<file path="src/rtl/assert_macros.svh">
// Assertion macros used by rtl/bitmap_first_free_allocator.sv.
`ifndef ASSERT_MACROS_SVH
`define ASSERT_MACROS_SVH

`ifndef SYNTHESIS

`define BFA_ASSERT(lbl, prop) \
	lbl: assert property (@(posedge clk) disable iff (!arst_n) (prop)) \
		else $error("bitmap allocator check failed");

`define BFA_ASSERT_IMPL(lbl, ante, cons) \
	lbl: assert property (@(posedge clk) disable iff (!arst_n) (ante) |-> (cons)) \
		else $error("bitmap allocator check failed");

`else

`define BFA_ASSERT(lbl, prop)

`define BFA_ASSERT_IMPL(lbl, ante, cons)

`endif

`endif

</file>
<file path="src/rtl/bfa_pkg.sv">
package bfa_pkg;

	localparam int WORD_W = 8;

	localparam logic OP_ALLOC = 1'b0;
	localparam logic OP_FREE  = 1'b1;

	localparam logic REG_WORDS = 1'b0;
	localparam logic REG_BASE  = 1'b1;

	typedef enum logic [1:0] {
		ST_OK     = 2'd0,
		ST_FULL   = 2'd1,
		ST_RANGE  = 2'd2,
		ST_NOTSET = 2'd3
	} status_t;

	typedef struct packed {
		logic             any;
		logic [4:0]       pos;
	} bit_find_t;

	typedef struct packed {
		logic              done;
		logic              found;
		logic [WORD_W-1:0] word;
	} scan_res_t;

	typedef struct packed {
		logic              en;
		logic [WORD_W-1:0] word;
		logic              full;
	} sum_upd_t;

	function automatic bit_find_t lowest_set(input logic [31:0] v);
		logic [31:0] oh;
		bit_find_t   r;
		oh    = v & (~v + 32'd1);
		r.any = |v;
		r.pos = '0;
		for (int i = 0; i < 32; i++) begin
			if (oh[i]) begin
				r.pos = r.pos | 5'(i);
			end
		end
		return r;
	endfunction

endpackage

</file>
<file path="src/rtl/bfa_regs.sv">
module bfa_regs (
	input  logic                      clk,
	input  logic                      arst_n,
	input  logic                      psel,
	input  logic                      penable,
	input  logic                      pwrite,
	input  logic [2:0]                paddr,
	input  logic [31:0]               pwdata,
	output logic [31:0]               prdata,
	output logic                      pready,
	output logic [bfa_pkg::WORD_W-1:0] words_in_use,
	output logic [15:0]               bitmap_base_block
);

	import bfa_pkg::*;

	logic [WORD_W-1:0] words_q;
	logic [15:0]       base_q;
	logic              wr_en;

	assign pready = 1'b1;
	assign wr_en  = psel && penable && pwrite;

	always_ff @(posedge clk or negedge arst_n) begin
		if (!arst_n) begin
			words_q <= 8'd128;
			base_q  <= 16'd1;
		end else if (wr_en) begin
			if (paddr[2] == REG_WORDS) begin
				words_q <= pwdata[WORD_W-1:0];
			end else begin
				base_q <= pwdata[15:0];
			end
		end
	end

	always_comb begin
		if (paddr[2] == REG_WORDS) begin
			prdata = {24'd0, words_q};
		end else begin
			prdata = {16'd0, base_q};
		end
	end

	assign words_in_use      = words_q;
	assign bitmap_base_block = base_q;

endmodule

</file>
<file path="config.mk">
export PLATFORM = sky130hd
export DESIGN_NAME = bfa_regs
export DESIGN_NICKNAME = d
export VERILOG_FILES = /design/src/rtl/assert_macros.svh /design/src/rtl/bfa_pkg.sv /design/src/rtl/bfa_regs.sv
export SDC_FILE = /design/constraint.sdc
export NUM_CORES = 1
export LEC_CHECK = 0
export ABC_AREA = 0
export BUFFER_PORTS_ARGS = -buffer_cell sky130_fd_sc_hd__buf_2
export CAP_MARGIN = 20
export CORE_ASPECT_RATIO = 0.5
export CORE_MARGIN = 3
export CORE_UTILIZATION = 42
export DETAILED_ROUTE_END_ITERATION = 8
export GPL_ROUTABILITY_DRIVEN = 0
export PLACE_DENSITY = 0.84
export SLEW_MARGIN = 30
export SYNTH_ARGS = -nofsm -noshare
export SYNTH_HDL_FRONTEND = slang
export SYNTH_SLANG_ARGS = --single-unit
</file>
<file path="constraint.sdc">
create_clock -name clk -period 1.5 [get_ports clk]
set_input_delay 0.15 -clock clk [delete_from_list [all_inputs] [get_ports clk]]
set_output_delay 0.15 -clock clk [all_outputs]
set_load 0.02 [all_outputs]
</file>
# Yosys cells after proc, flatten, opt, wreduce, memory -nomap -nowiden

Cells that the tools add are included.
Widths: inputs -> output; s select.

Register bits: 24
Input bits: 40
Output and inout bits: 57
Logic and storage cells: 8

Multiplexer cells: 1
Bitwise gates (word level): 1
Reduce and logical (&&, ||, !) cells: 4

Operators by type and width:

| operator          | count |
|---|---|
| $mux 16           | 1 |
| $reduce_and 2->1  | 2 |
| $logic_and 1x1->1 | 2 |
| $not 1->1         | 1 |

# Longest topological paths before layout

Depth in word-level cells: 3
Depth in mapped cells: 4
Depth with buffers taken out: 2

# Worst setup path before layout

No wires, ideal clock.

Kind: input to register
From: input paddr[2]
To: register base_q[10] (netlist: bitmap_base_block[10])
Setup time: 0.125 ns
Arrival time: 0.895 ns
Data required time: 1.375 ns
Setup slack: 0.480 ns
Stages: 4
Buffers on the path: 2
Cell sequence: buf_4 -> nand4_4 -> buf_6 -> mux2_4

Cells in the longest elaborated chain, start to end: 1

RTL lines:

| item                              | RTL line       | RTL |
|---|---|---|
| from (decl)                       | bfa_regs.sv:7  | `input logic [2:0] paddr,` |
| $reduce_and 2->1 (no source line) | n/a            |  |
| to (signal assigned)              | bfa_regs.sv:32 | `base_q <= pwdata[15:0];` |
| to (decl)                         | bfa_regs.sv:18 | `logic [15:0] base_q;` |

No other way between the ends.
A chain may end at the register's enable or synchronous reset.

# Worst setup path in the final report

From: register words_q[7] (netlist: words_in_use[7])
To: output prdata[7]

Cells in the longest elaborated chain, start to end: 1

RTL lines:

| item                   | RTL line       | RTL |
|---|---|---|
| from (decl)            | bfa_regs.sv:17 | `logic [WORD_W-1:0] words_q;` |
| from (signal assigned) | bfa_regs.sv:30 | `words_q <= pwdata[WORD_W-1:0];` |
| $mux 16                | bfa_regs.sv:38 | `if (paddr[2] == REG_WORDS) begin` |
| to (decl)              | bfa_regs.sv:9  | `output logic [31:0] prdata,` |

No other way between the ends.

==> reports/results.tsv <==
metric	value	unit
dominant cells by area after synthesis	dfrtp_1 (44%), mux2_2 (20%), mux2_4 (12%)	
min Tclk post-route	1.23	ns
Power Total	2.31	mW
worst slew pin tran	0.513	ns
num rows	13	
Syn. warnings	0	
register area share after synthesis	48.1	%
leak pwr	0.876	nW
clock buffer depth	2	
Post-DRT Antenna Nets	0	
Worst-path clk slew	0.08	ns
Pint	1.53	mW
Die H	44.7	um
max-slew violation count	0	
ant diodes	0	
DRT Pass-1 Iters	4	
Clk pwr share	23.6	%
Post-DP Area	1530	um2
CP Class	register to output pin	
data arrival time of the worst path	1.08	ns
Switching Power	0.787	mW
clock skew	0	ns
CP Capture Type	output pin	
crit share post-route	82.3	%
Setup Fix Bufs, Post-CTS	0	
most frequent cells in the layout	buf_2 (61), mux2_2 (22), dfrtp_1 (22)	
I/O Pins	97	
largest net degree at the start of global routing	25	
clk sinks	24	
DIE AREA	3720	um2
commonest non-fill, non-tap cell in the layout	buf_2	
Post-Syn Instances	88	
Reg2Reg Depth	1	
H-tree Lvls	1	
core area	2720	um2
Yosys top cell by area	dfrtp_1	
area share of the largest cell type after synthesis	43.9	%
fraction of power consumed by sequential logic	38.7	%
CTS buffer count	3	
Clock Latency Late Sink	0.26	ns
routed len/inst	12.3	um
TNS Setup	0	ns
mean post-synth cell area	14.3	um2
pre-CTS setup slack	0.239	ns
fin nets	192	
port bufs	61	
Die W	83.3	um
Hold Path Class	primary input to register	
grt ovf	0	
vias in the first global route	776	
max-capacitance violation count	0	
Worst Setup Start Kind	register	
first-pass GRT wire length	3640	um
Hold Path Stages	2	
overall routed net length	2310	um
Worst IR Drop VDD	0.733	mV
DRT iter0 DRCs	43	
Final Hold Fails	0	
area of the mapped netlist	1250	um2
status	complete, no violations	
Max Freq	810	MHz
post-synth cell types	11	
Area Growth Syn to Fin	28.1	%
DP Wirelength	1880	um
Power Density	1440	nW/um2
Max Fanout on Critical Path	3	
Residual DRC	0	
final setup fails	0	
fin worst setup slack	0.266	ns
Root Buffer	clkbuf_8	
Vias per Instance	4.44	
post-route cell area	1610	um2
FF+latch count, synth	24	
Net Sw Frac	34.0	%
Combinational Power Share	37.6	%
CTS tree	yes	
layout cells sized above 1	68.2	%
gr usage total	12.4	%
Starting Density	46.2	%
RSZ-0062 raised after global routing	no	
WP data required	1.35	ns
routed vias	835	
initial antenna violation count	0	
Rel. slew slack	65.8	%
==> routing by layer <==
layer	share of wire, %	wire [um]	vias up	global-route usage (%)
met1	37	855	401	13.9
li1	-	-	394	-
met3	8.3	191	2	4.09
met5	0	0	-	0
met4	0.82	19	0	2.93
met2	54	1240	38	23.7
==> flip-flops by register name (all words and copies together) (netlist names) <==
register and flops:
bitmap_base_block 16, words_in_use 8
==> through the flow <==
stage | util [%] | hold WS, ns | cells
6_report | 59.2 | 0.113 | 188
5_1_grt | 59.2 | 0.105 | 188
4_1_cts | 59.2 | 0.108 | 188
3_5_place_dp | 56.2 | 0.155 | 183
3_3_place_gp | 56.2 | 0.150 | 183
2_1_floorplan | - | -0.146 | 103
==> cells by family after synthesis <==
logic type / share of synthesized area [%]
and+or+nand+nor: 7.58
other: 0.598
muxes: 31.7
DFF: 48.1
buffers and inverters: 12.1
==> worst paths after layout <==
path / start / endpoint / slack (ns)
setup / recovery: words_in_use[7] / prdata[7] / 0.27
min in group asynchronous: arst_n / bitmap_base_block[11] / 0.38
max in group asynchronous: arst_n / bitmap_base_block[0] / 0.75
hold reg to reg: bitmap_base_block[15] / bitmap_base_block[15] / 0.53
hold / removal: pwdata[9] / bitmap_base_block[9] / 0.11
setup reg to reg: words_in_use[3] / words_in_use[3] / 0.72
==> cell usage after synthesis (all sizes together) <==
library cell	number
mux2	32
and2	8
conb	2
dfstp	2
buf	20
nand4b	1
dfrtp	22
nand4	1
==> final cells by class <==
type	instances	area, um2
tap	37	46.3
sequential	24	603
multi-input combinational	59	557
timing repair buffer	64	330
clock buffer	3	41.3
clock inverter	1	30.0
fill	225	1110
==> worst max-delay path, stage by stage, from the launching register on <==
cell	delay, ns
dfstp_2	0.54
mux2_2	0.13
buf_2	0.15
==> power groups by stage <==
| stage | Clock, mW | Combinational [mW] | Sequential, mW |
|---|---|---|---|
| 2_1_floorplan | 0 | 0.436 | 1.08 |
| 3_3_place_gp | 0 | 0.867 | 0.901 |
| 3_5_place_dp | 0 | 0.880 | 0.910 |
| 4_1_cts | 0.563 | 0.882 | 0.899 |
| 5_1_grt | 0.592 | 0.924 | 0.921 |
| 6_report | 0.547 | 0.870 | 0.897 |
==> what timing repair did <==
| action | 4_1_cts | 5_1_grt |
|---|---|---|
| hold buffers | 1 | 0 |
| hold endpoints to repair | 22 | 0 |
| setup endpoints to repair | 0 | 0 |
| resized for setup | 0 | 0 |
(Power assumes the default switching activity.)
