--- config.mk ---
export PLATFORM = sky130hd
export DESIGN_NAME = bfa_scan
export DESIGN_NICKNAME = d
export VERILOG_FILES = /design/src/rtl/assert_macros.svh /design/src/rtl/bfa_pkg.sv /design/src/rtl/bfa_scan.sv
export SDC_FILE = /design/constraint.sdc
export NUM_CORES = 1
export LEC_CHECK = 0
export BUFFER_PORTS_ARGS = -buffer_cell sky130_fd_sc_hd__buf_4
export CORE_MARGIN = 1
export CORE_UTILIZATION = 40
export DETAILED_ROUTE_END_ITERATION = 12
export GPL_TIMING_DRIVEN = 0
export HOLD_SLACK_MARGIN = 0.12
export MAX_ROUTING_LAYER = met4
export PLACE_DENSITY_LB_ADDON = 0.3
export SYNTH_ARGS = -nofsm -noshare
export SYNTH_HDL_FRONTEND = slang
export SYNTH_SLANG_ARGS = --single-unit
--- constraint.sdc ---
create_clock -name clk -period 10.8 [get_ports clk]
set_input_delay 1.62 -clock clk [delete_from_list [all_inputs] [get_ports clk]]
set_output_delay 1.62 -clock clk [all_outputs]
set_load 0.01 [all_outputs]
--- src/rtl/assert_macros.svh ---
// Assertion macros used by rtl/bitmap_first_free_allocator.sv.
`ifndef ASSERT_MACROS_SVH
`define ASSERT_MACROS_SVH

`ifndef SYNTHESIS

`define BFA_ASSERT(lbl, prop) \
	lbl: assert property (@(posedge clk) disable iff (!arst_n) (prop)) \
		else $error("bitmap allocator check failed");

`define BFA_ASSERT_IMPL(lbl, ante, cons) \
	lbl: assert property (@(posedge clk) disable iff (!arst_n) (ante) |-> (cons)) \
		else $error("bitmap allocator check failed");

`else

`define BFA_ASSERT(lbl, prop)

`define BFA_ASSERT_IMPL(lbl, ante, cons)

`endif

`endif

--- src/rtl/bfa_pkg.sv ---
package bfa_pkg;

	localparam int WORD_W = 8;

	localparam logic OP_ALLOC = 1'b0;
	localparam logic OP_FREE  = 1'b1;

	localparam logic REG_WORDS = 1'b0;
	localparam logic REG_BASE  = 1'b1;

	typedef enum logic [1:0] {
		ST_OK     = 2'd0,
		ST_FULL   = 2'd1,
		ST_RANGE  = 2'd2,
		ST_NOTSET = 2'd3
	} status_t;

	typedef struct packed {
		logic             any;
		logic [4:0]       pos;
	} bit_find_t;

	typedef struct packed {
		logic              done;
		logic              found;
		logic [WORD_W-1:0] word;
	} scan_res_t;

	typedef struct packed {
		logic              en;
		logic [WORD_W-1:0] word;
		logic              full;
	} sum_upd_t;

	function automatic bit_find_t lowest_set(input logic [31:0] v);
		logic [31:0] oh;
		bit_find_t   r;
		oh    = v & (~v + 32'd1);
		r.any = |v;
		r.pos = '0;
		for (int i = 0; i < 32; i++) begin
			if (oh[i]) begin
				r.pos = r.pos | 5'(i);
			end
		end
		return r;
	endfunction

endpackage

--- src/rtl/bfa_scan.sv ---
module bfa_scan #(
	parameter int MAX_WORDS = 128
) (
	input  logic                       clk,
	input  logic                       arst_n,
	input  logic                       start,
	input  logic [bfa_pkg::WORD_W-1:0] n,
	input  bfa_pkg::sum_upd_t          upd,
	output bfa_pkg::scan_res_t         res
);

	import bfa_pkg::*;

	localparam int NCHUNK = (MAX_WORDS + 31) / 32;
	localparam int CW     = (NCHUNK > 1) ? $clog2(NCHUNK) : 1;
	localparam int CMPW   = (CW + 6 > 9) ? CW + 6 : 9;

	// One flag per bitmap word, set while that word has no clear bit.
	logic [NCHUNK-1:0][31:0] full_q;
	logic                    busy_q;
	logic [CW-1:0]           chunk_q;
	bit_find_t               lw;
	logic [CW+4:0]           word_wide;
	logic [CMPW-1:0]         next_start;
	logic                    last;
	logic                    in_range;

	always_comb begin
		lw         = lowest_set(~full_q[chunk_q]);
		word_wide  = {chunk_q, lw.pos};
		in_range   = CMPW'(word_wide) < CMPW'(n);
		next_start = (CMPW'(chunk_q) + CMPW'(1)) << 5;
		last       = (chunk_q == CW'(NCHUNK - 1)) || (next_start >= CMPW'(n));
		res.done   = busy_q && (lw.any || last);
		res.found  = busy_q && lw.any && in_range;
		res.word   = WORD_W'(word_wide);
	end

	always_ff @(posedge clk or negedge arst_n) begin
		if (!arst_n) begin
			busy_q  <= 1'b0;
			chunk_q <= '0;
			full_q  <= '0;
		end else begin
			if (start) begin
				busy_q  <= 1'b1;
				chunk_q <= '0;
			end else if (busy_q) begin
				if (res.done) begin
					busy_q <= 1'b0;
				end else begin
					chunk_q <= chunk_q + CW'(1);
				end
			end
			if (upd.en) begin
				full_q[CW'(upd.word >> 5)][upd.word[4:0]] <= upd.full;
			end
		end
	end

endmodule

## After elaboration in Yosys (flattened, before gate mapping)

Index checks and enable logic that the tools add are counted.

| cells by class | value |
|---|---|
| $add $sub $neg | 3 |
| $mul | 0 |
| divide/modulo/power cells | 0 |
| magnitude comparators | 7 |
| eq/ne operators | 2 |
| shifts and indexed selects | 0 |
| multiplexer cells | 50 |
| bitwise operators | 3 |
| reduce and logical (&&, ||, !) cells | 10 |

Operator list:

| operator | count |
|---|---|
| $bwmux 128 | 1 |
| $mux 5 | 16 |
| $bmux 32 s2 | 1 |
| $demux 32 s2 | 1 |
| $mux 32 | 2 |
| $not 32->32 | 2 |
| $add 32x1->32 const B | 1 |
| $and 32x32->32 | 1 |
| $mux 4 | 8 |
| $reduce_or 32->1 | 1 |
| $mux 2 | 8 |
| $mux 3 | 4 |
| $ge 8x8->1 | 1 |
| $lt 7x8->1 | 1 |
| $mux 1 | 8 |
| $lt 2x3->1 const B | 2 |
| $lt 5x6->1 const B | 1 |
| $demux 1 s5 | 1 |
| $ge 5x1->1 const B | 1 |
| $logic_and 1x1->1 | 5 |
| $add 2x1->3 const B | 1 |
| $add 2x1->2 const B | 1 |
| $eq 2x2->1 const B | 1 |
| $ge 2x1->1 const B | 1 |
| other kinds (4) | 5 |

| storage, ports and cells | value |
|---|---|
| register bits | 131 |
| latch bits | 0 |
| memory bits (writable) | 0 |
| memory bits (read-only) | 0 |
| input bits | 21 |
| output and inout bits | 10 |
| word-level logic and storage cells | 81 |
| memories | 0 |

## Logic depth before layout (Yosys ltp)

| logic depth | value |
|---|---|
| depth after elaboration | 39 |
| gate-level depth with buffers | 15 |

## Worst setup path before layout

Ideal clock, no wire load.

| timing path | value |
|---|---|
| kind | register to output |
| start | register chunk_q[0] |
| end | output port res[8] in the netlist's numbering |
| data arrival time | 3.726 ns |
| required time | 9.180 ns |
| path slack | 5.454 ns |
| stages on the path, launching flop included | 15 |
| buffers on the path | 3 |
| path through | dfrtp_1 buf_6 buf_6 mux4_1 nand4_2 nor3_4 and2_1 buf_2 a311oi_1 o2111ai_1 ha_1 a21o_1 a221oi_1 o21ai_0 o41ai_2 |

RTL lines:

| item | line | source |
|---|---|---|
| from (decl) | bfa_scan.sv:21 | `logic [CW-1:0] chunk_q;` |
| from (signal assigned) | bfa_scan.sv:52 | `chunk_q <= chunk_q + CW'(1);` |
| to (decl) | bfa_scan.sv:9 | `output bfa_pkg::scan_res_t res` |

==> run summary <==
The initialized floorplan defines 49 standard-cell rows. The top-area cell type share of the netlist area is between 40 and 50%. The cell depth of the worst hold path is 1. The switching power as a share of total power is around 23%. The largest total area in the synthesized netlist belongs to sky130_fd_sc_hd__dfrtp_1.

The critical-path maximum fanout is 10. The reported net switching power is roughly 0.0003 W. The worst vdd rail ir drop came out at 80.7 µV.

The endpoint of the worst-slack reg-to-reg timing path is chunk_q[1]. The number of H-tree branching levels is 4. Power comes to roughly 0.0013 W. The minimum clock period after layout is 6490 ps.

Setup repair after global routing left no endpoint under its margin. The count of filler cells inserted in the layout is 1,619. After synthesis, the cell types taking the most area are sky130_fd_sc_hd__dfrtp_1 44%, sky130_fd_sc_hd__mux2_2 19%, sky130_fd_sc_hd__mux4_2 8.8%. The first global-routing pass estimated roughly 31,000 µm of wire.

The congestion estimate from routability-driven global placement came to roughly 0.94. The critical path start-end classification is flip-flop to output port. 0 antenna diodes ended up in the layout.

Static timing analysis puts the maximum clock frequency at 154 MHz. For flop-to-flop paths, the worst setup slack is 7930 ps. The number of clock buffers added by TritonCTS is 17. The number of design rule violations left after detail routing is 0. Sequential cells burn around 41% of the power. The clock skew after layout is 10.5 ps. The residual antenna-violating net count after detailed routing came out at 0. The number of sinks driven by the clock tree is roughly 130. The hold-critical path endpoint is full_q[75]. The endpoint required time on the critical path is between 9000 and 10,000 ps. The leading register cell type out of synthesis is sky130_fd_sc_hd__dfrtp_1. The number of antenna violations at the first check in global routing was 0. Across all hold checks on the routed design, the worst slack comes to approximately 500 ps. The net count after synthesis came out at just under 700. The worst setup path is launched from a flip-flop. At the later pin of the worst-skew pair, clock insertion delay measures around 430 ps. The die is 138 µm wide. Adding up every negative setup slack in the final design gives 0 ps. The post-route netlist has between 30% and 40% of its cells at a drive strength greater than 1. The quantity of gates resized following cts came out at 0. The warning count from the yosys run is 0. Clock-pin slew was measured on the worst setup and hold paths at ~60 ps. The count of final max-slew check failures came to 0. The worst endpoint data arrival time came out at between 4000 and 5000 ps.

TritonCTS built the clock tree. Entering global routing, the biggest net connects roughly 100 pins. The number of buffer cells added on primary ports is 23.

The effective utilization at floorplan is slightly above 40%. STA classifies the critical path endpoint as an output port. For the pin with the worst max-slew slack, the measured transition is roughly 740 ps.

The final worst-path cycle share is about three fifths. By instance count, the leading cell after synthesis is sky130_fd_sc_hd__dfrtp_1. The cell count after synthesis came out at roughly 660.

The leakage component of the power is ~3.8 nW. The layout overhead on the synthesized area came out at 15.7%. Counting instances in the post-synthesis netlist gives the leading cell types as 131 x sky130_fd_sc_hd__dfrtp_1, 128 x sky130_fd_sc_hd__mux2_2, 99 x sky130_fd_sc_hd__nor2_1. The number of top-level design ports is 31.

The buffers inserted during post-CTS setup optimization is 0. The number of cells on the worst reg-to-reg path is 8. The tree is rooted in a sky130_fd_sc_hd__clkbuf_16. The sequential cell area fraction in the yosys report is 44.3%. The number of search-and-repair iterations in the first detailed-routing pass is 5.

The async set or reset register ratio after synthesis is 100%. The number of flip-flops and latches in the synthesized netlist is approximately 130. In this run the cell area of the synthesized design comes to ~7400 µm². The final layout contains routed wiring with a total length of between 15,000 and 20,000 µm. The worst hold path begins at full_q[75]. The maximum buffer depth of the clock tree came out at 2. The number of library cell types mapped by synthesis is 58. Once layout is done, the placed cells without fillers occupy between 8000 and 9000 µm².

The detailed router finished its first iteration with 394 violations. After the last flow step, the layout net total stands at 736. The number of global-route vias before repair was about 5,600. The overall via count from detail_route came out at around 5,400. The number of maximum-capacitance constraint violations came out at 0.

Combinational logic is responsible for under 10% of the overall power. The average size of a mapped cell came out at approximately 11 µm². The run finished with clean final reports.

The floorplan step set the die height to ~140 µm. The cell area reported after detailed placement is about 7900 µm². The final setup violation count came out at 0.

The total half-perimeter wirelength after legalization and detailed placement came out at approximately 14,000 µm. The die area is between 15,000 and 20,000 µm². The power density normalized to cell area is 156 nW/µm². The count of hold buffers inserted by post-cts repair is 0. In the final routed layout, each cell accounts on average for ~21 µm.

The clock network power share is just under 50%. In the global route stage, overall resource usage came out at a little under a quarter. The headroom to the max-slew limit came out at slightly above 50%. The startpoint identified for the worst register-to-register timing path is chunk_q[1]. The internal power consumption is ~0.0010 W. The number of enable flip-flop cells after synthesis is 0. The placeable core region came out at approximately 18,000 µm².

The hold violation total from the final report is 0. The post-detailed-route via-to-cell ratio came out at 5.69. The path class of the tightest hold or removal check is flip-flop to flip-flop. The total global routing overflow came out at 0.
-- layer usage --
| layer | track usage (%) | wire (µm) | up-vias |
|---|---|---|---|
| li1 | - | - | 2444 |
| met1 | 29.0 | 8660 | 2749 |
| met2 | 36.4 | 9620 | 164 |
| met3 | 3.73 | 896 | 36 |
| met4 | 10.6 | 540 | 0 |
| met5 | - | 0 | - |
-- cells by family (layout without fill, tap and decap cells) --
family	Yosys count	in the layout	synth area share [%]
DFF	131	131	44.3
muxes	160	160	29.4
AOI/OAI and AO/OA	46	46	4.57
adders and majority gates	10	10	1.69
other	1	1	0.0507
buffers and inverters	54	110	3.32
and+or+nand+nor	260	260	16.7
-- power by group through the flow --
stage          clock (W)  combinational, W  sequential, W
2_1_floorplan          0         0.0000820       0.000551
3_3_place_gp           0          0.000121       0.000554
3_5_place_dp           0          0.000128       0.000558
4_1_cts         0.000664          0.000128       0.000550
5_1_grt         0.000687          0.000138       0.000555
6_report        0.000657          0.000127       0.000550
-- area by class of cell --
class | count | area (µm²) | share of cell area (%)
tap | 229 | 287 | 3.35
clock buffer | 19 | 443 | 5.18
multi-input combinational | 477 | 3870 | 45.2
sequential | 131 | 3280 | 38.3
clock inverter | 13 | 230 | 2.69
inverter | 13 | 48.8 | 0.570
buffer | 41 | 196 | 2.30
timing repair buffer | 24 | 204 | 2.38
-- worst max path at each step --
stage,start,endpoint,slack (ps),cells after the start
3_3_place_gp,chunk_q[1],res[8],4910,15
2_1_floorplan,chunk_q[0],res[8],5450,14
3_5_place_dp,chunk_q[1],res[8],4830,15
4_1_cts,chunk_q[1],res[8],4370,15
5_1_grt,chunk_q[1],res[8],4040,15
6_report,chunk_q[1],res[8],4310,15
-- placed cells by master, fill, tap and decap left out, drive strengths merged, types with 5 or more instances in the layout --
cell / n
clkbuf: 50
nor2b: 5
a21oi: 10
nor3: 7
and3: 6
inv: 14
bufinv: 6
a21o: 5
mux4: 32
nand2b: 6
dfrtp: 131
ha: 10
buf: 34
nand3: 14
mux2: 128
nor2: 99
nand2: 86
nand4: 8
-- critical path: stages (launching register included) --
cell and delay [ps]:
sky130_fd_sc_hd__dfrtp_1 410, sky130_fd_sc_hd__buf_2 260, sky130_fd_sc_hd__buf_2 410, sky130_fd_sc_hd__mux4_2 360, sky130_fd_sc_hd__nand4_2 230, sky130_fd_sc_hd__nor3_4 400, sky130_fd_sc_hd__nand3_1 280, sky130_fd_sc_hd__o31a_1 390
sky130_fd_sc_hd__nand3_1 130, sky130_fd_sc_hd__ha_1 260, sky130_fd_sc_hd__a21o_1 180, sky130_fd_sc_hd__a21o_1 180, sky130_fd_sc_hd__a221oi_1 360, sky130_fd_sc_hd__o21ai_0 170, sky130_fd_sc_hd__o41ai_2 250, sky130_fd_sc_hd__buf_4 180
-- state kept, by name (all words and copies together), names as in the netlist --
name / flops
full_q: 128
chunk_q: 2
busy_q: 1
-- metrics by stage --
step | util [%] | instances | worst slack, ps
finish | 47.5 | 947 | 4310
global route | 47.5 | 947 | 4040
CTS | 47.5 | 947 | 4370
detailed placement | 43.7 | 915 | 4830
global placement | 43.6 | 914 | 4910
floorplan | - | 662 | 5450
No activity file was read; power rests on OpenSTA's default activity.
